$ cat config.mk
export PLATFORM = sky130hd
export DESIGN_NAME = bmhq_cell
export DESIGN_NICKNAME = d
export VERILOG_FILES = /design/src/rtl/bmhq_pkg.sv /design/src/rtl/bmhq_cell.sv
export SDC_FILE = /design/constraint.sdc
export NUM_CORES = 1
export LEC_CHECK = 0
export BUFFER_PORTS_ARGS = -buffer_cell sky130_fd_sc_hd__buf_2
export CAP_MARGIN = 15
export CORE_ASPECT_RATIO = 1.75
export CORE_MARGIN = 2
export CORE_UTILIZATION = 35
export DETAILED_ROUTE_END_ITERATION = 6
export PLACE_DENSITY_LB_ADDON = 0.05
export SLEW_MARGIN = 20
export SYNTH_ARGS = -nofsm -noshare
export SYNTH_HDL_FRONTEND = slang
export SYNTH_SLANG_ARGS = --single-unit
$ cat constraint.sdc
create_clock -name clk -period 6.5 [get_ports clk]
set_input_delay 0.65 -clock clk [delete_from_list [all_inputs] [get_ports clk]]
set_output_delay 0.65 -clock clk [all_outputs]
set_load 0.02 [all_outputs]
$ cat src/rtl/bmhq_pkg.sv
package bmhq_pkg;

  // queue depth and data width
  localparam int unsigned CAPACITY = 64;
  localparam int unsigned VAL_W    = 32;

  // operation codes carried on in_tuser
  localparam logic KIND_INSERT = 1'b0;
  localparam logic KIND_REMOVE = 1'b1;

  // status codes carried on out_tuser
  localparam logic [1:0] ST_OK    = 2'd0;
  localparam logic [1:0] ST_EMPTY = 2'd1;
  localparam logic [1:0] ST_FULL  = 2'd2;

  // operation broadcast to every cell in the chain
  typedef struct packed {
    logic             ins;
    logic             rem;
    logic [VAL_W-1:0] val;
  } cell_op_t;

  // contents of one cell
  typedef struct packed {
    logic             vld;
    logic [VAL_W-1:0] val;
  } slot_t;

endpackage

$ cat src/rtl/bmhq_cell.sv
module bmhq_cell (
  input  logic              clk,
  input  logic              rst_n,
  input  bmhq_pkg::cell_op_t op,
  input  bmhq_pkg::slot_t   left_slot,
  input  logic              left_gt,
  input  bmhq_pkg::slot_t   right_slot,
  output bmhq_pkg::slot_t   slot,
  output logic              gt
);

  logic                       vld_r, vld_nxt;
  logic [bmhq_pkg::VAL_W-1:0] val_r, val_nxt;

  // new value sorts ahead of this entry, or this cell is free
  assign gt = !vld_r || ($signed(op.val) < $signed(val_r));

  assign slot.vld = vld_r;
  assign slot.val = val_r;

  // insert shifts the tail right, remove shifts everything left
  always_comb begin
    vld_nxt = vld_r;
    val_nxt = val_r;
    if (op.ins && gt) begin
      if (left_gt) begin
        vld_nxt = left_slot.vld;
        val_nxt = left_slot.val;
      end else begin
        vld_nxt = 1'b1;
        val_nxt = op.val;
      end
    end else if (op.rem) begin
      vld_nxt = right_slot.vld;
      val_nxt = right_slot.val;
    end
  end

  // occupancy flag
  always_ff @(posedge clk) begin
    if (!rst_n) begin
      vld_r <= 1'b0;
    end else begin
      vld_r <= vld_nxt;
    end
  end

  // payload
  always_ff @(posedge clk) begin
    val_r <= val_nxt;
  end

endmodule

==> results.py <==
metrics = {
    "outcome": {
        "outcome": "completed",
    },
    "timing": {
        "finalSetupViolations": 0,
        "final_number_of_hold_violating_endpoints": 0,
        "slew_headroom": 0.440,
        "period_share": 0.478,
        "post-route-min-period_ps": 3110,
        "timing.hold.ws_ps": 595,
        "final-max-slew-violation-count": 0,
        "largest_clock_skew_in_the_final_design_ps": 5.22,
        "worst_slew_pin_slew_ps": 840,
        "grt_setup_unrepaired": "no",
        "setup_tns_ps": 0,
        "fmaxAchievable_ghz": 0.322,
    },
    "clock_tree": {
        "htreeDepth": 2,
        "cts.sink_count": 33,
        "cts_setup_buffers": 0,
        "cts_hold_buffers": 0,
        "clk_pin_slew_ps": 60,
        "worstSkewPairLatency_ps": 280,
        "cts_root_buffer_type": "sky130_fd_sc_hd__clkbuf_16",
        "clock_tree_from_tritoncts": "done",
        "clk_path_buf_depth": 2,
        "cts_made_buffers": 5,
        "cts.repair.resized": 0,
    },
    "power_and_ir_drop": {
        "netSwitchingPower_w": 0.000361,
        "cellPowerDensity_nw_per_um2": 278,
        "vdd.ir_drop.worst_v": 0.000144,
        "static-leakage-power_nw": 1.87,
        "cellInternalPower_w": 0.000658,
        "power.share.combinational": 0.447,
        "clock_power_share": 0.225,
        "power_frac_seq": 0.328,
        "sw_frac_of_total": 0.354,
    },
    "synthesis": {
        "synth-edff-count": 32,
        "netlist.area_leader.share": 0.341,
        "ys.warnings.count": 0,
        "asyncSetResetFlopFracSynth": 0,
        "synth_cells": 231,
        "yosys_register_bits": 33,
        "synth_flop_cell": "sky130_fd_sc_hd__edfxtp_1",
        "yosys.cell_count.top_type": "sky130_fd_sc_hd__mux2_2",
        "ys_top_cells_by_count": "36 x sky130_fd_sc_hd__mux2_2, 35 x sky130_fd_sc_hd__inv_1, 32 x sky130_fd_sc_hd__edfxtp_1",
        "synth_area_leaders": "sky130_fd_sc_hd__edfxtp_1 34%, sky130_fd_sc_hd__mux2_4 15%, sky130_fd_sc_hd__mux2_2 14%",
        "synth_area_leader_cell": "sky130_fd_sc_hd__edfxtp_1",
        "synth_fp_nets": 365,
        "postSynthAreaPerCell_um2": 12.2,
        "synth.yosys.seq_area_share": 0.348,
        "netlist-cell-type-count": 35,
        "synth.cell_area_um2": 2820,
    },
    "drt": {
        "route.detailed.vias_per_inst": 4.83,
        "detailedRoute.firstPassIterationCount": 4,
        "vias": 2214,
        "postRouteAntennaNets": 0,
        "postRouteWirelength_um": 6720,
        "detail_route.drc_violations": 0,
        "drt_iter0_markers": 52,
        "avgRoutedWirePerCell_um": 14.7,
    },
    "global_routing": {
        "initial_antenna_violation_count": 0,
        "first_global_vias": 2253,
        "grt_util_all_layers": 0.155,
        "grt_start_max_net_pins": 34,
        "overflow": 0,
        "grt_pass1_wl_um": 10500,
    },
    "worst_setup_path": {
        "highest_fanout_seen_on_the_critical_path": 33,
        "worst-endpoint-arrival_ps": 3130,
        "setup_cp_type": "primary input to register",
        "startpoint_kind_of_the_worst_setup_timing_path": "primary input",
        "setup.worst_path.end_class": "register",
        "worstPathRequired_ps": 6520,
    },
    "final_layout": {
        "syn2layout_area_growth_pct": 29.8,
        "final.fill_count": 795,
        "diode_insertion_count_for_antenna_repair": 0,
        "final_layout_size_suffix_gt1_frac": 0.592,
        "final_net_count": 501,
        "final_instance_count_excl_fillers": 458,
    },
    "floorplanning": {
        "die-height_um": 123,
        "area_inside_the_core_boundary_um2": 7860,
        "area_enclosed_by_the_die_boundary_um2": 8820,
        "ports": 137,
        "initial_core_utilization": 0.359,
        "fp.dieW_um": 71.9,
        "floorplan.rows": 43,
    },
    "min_path": {
        "holdCritPathClass": "primary input to register",
    },
    "placement": {
        "place.gp.congestion": 0.712,
        "numPlacedInstances": 450,
        "numPortBuffers": 136,
        "detailedPlacementHpwl_um": 5240,
    },
    "job": {
        "drv.max_cap_violation_count": 0,
    },
}
## flip-flops by register name (all words and copies together), names as in the netlist
name   count
vld_r      1
val_r     32
## per-stage QoR
step / power, W / setup slack [ps] / utilization / instance area [µm²]
2_1_floorplan: 0.000681 / 3420 / - / 2820
3_3_place_gp: 0.000800 / 3140 / 0.448 / 3520
3_5_place_dp: 0.000804 / 3080 / 0.448 / 3520
4_1_cts: 0.00104 / 3370 / 0.466 / 3660
5_1_grt: 0.00110 / 3170 / 0.466 / 3660
6_report: 0.00102 / 3390 / 0.466 / 3660
## final timing paths
| check | start | endpoint | slack [ps] | depth (start not counted) |
|---|---|---|---|---|
| setup / recovery | op[17] | val_r[1]$_DFFE_PP_ | 3390 | 9 |
| hold / removal | rst_n | vld_r$_SDFFE_PN0P_ | 590 | 3 |
| setup reg to reg | val_r[19]$_DFFE_PP_ | val_r[1]$_DFFE_PP_ | 3480 | 9 |
| hold reg to reg | vld_r$_SDFFE_PN0P_ | vld_r$_SDFFE_PN0P_ | 750 | 2 |
## kinds of logic after synthesis
family | Yosys count | share of synthesized area
muxes | 65 | 0.296
buffers and inverters | 43 | 0.0820
DFF | 33 | 0.348
AOI/OAI and AO/OA | 30 | 0.0803
and+or+nand+nor | 29 | 0.0563
adders and majority gates | 31 | 0.137
## cell type report
cell class	instances	area [µm²]	share of cell area
Clock buffer	6	129	0.0352
Clock inverter	2	10.0	0.00273
Inverter	35	131	0.0359
Multi-Input combinational cell	155	1610	0.440
Sequential cell	33	981	0.268
Tap cell	90	113	0.0308
Timing Repair Buffer	137	688	0.188
## power groups by stage
stage          Combinational [W]  Sequential, W  Clock [W]
3_5_place_dp            0.000464       0.000340          0
4_1_cts                 0.000467       0.000336   0.000238
5_1_grt                 0.000508       0.000342   0.000247
3_3_place_gp            0.000462       0.000338          0
6_report                0.000456       0.000334   0.000229
2_1_floorplan           0.000280       0.000401          0
## layer usage
| layer | track usage | part of all wire | vias up |
|---|---|---|---|
| met5 | 0 | 0 | - |
| met4 | 0.0495 | 0.013 | 0 |
| met3 | 0.0337 | 0.061 | 6 |
| met2 | 0.296 | 0.55 | 78 |
| met1 | 0.166 | 0.38 | 1012 |
| li1 | - | - | 1118 |
## critical path, stage by stage
cell and delay, ps:
sky130_fd_sc_hd__buf_2 110, sky130_fd_sc_hd__ha_1 300, sky130_fd_sc_hd__a21oi_1 140, sky130_fd_sc_hd__o21ai_0 170
sky130_fd_sc_hd__a221oi_2 390, sky130_fd_sc_hd__nand4_1 230, sky130_fd_sc_hd__o221ai_4 190, sky130_fd_sc_hd__buf_4 560
sky130_fd_sc_hd__mux2_2 400
## layout by cell type (no fill, tap or decap), types with 2 or more instances in the layout
cell                        synthesis  layout
sky130_fd_sc_hd__nand2_1           11      11
sky130_fd_sc_hd__nor2_1             3       3
sky130_fd_sc_hd__inv_1             35      35
sky130_fd_sc_hd__buf_2              0     136
sky130_fd_sc_hd__mux2_4            28      28
sky130_fd_sc_hd__a21oi_1           12      12
sky130_fd_sc_hd__clkinv_2           0       2
sky130_fd_sc_hd__edfxtp_1          32      32
sky130_fd_sc_hd__clkbuf_16          0       5
sky130_fd_sc_hd__mux2_2            36      36
sky130_fd_sc_hd__nand4_1            5       5
sky130_fd_sc_hd__nand3_1            3       3
sky130_fd_sc_hd__o21ai_0            6       6
sky130_fd_sc_hd__ha_1              31      31
sky130_fd_sc_hd__or2_2              2       2
sky130_fd_sc_hd__a221oi_2           2       2
Power figures use the tool's default switching activity.
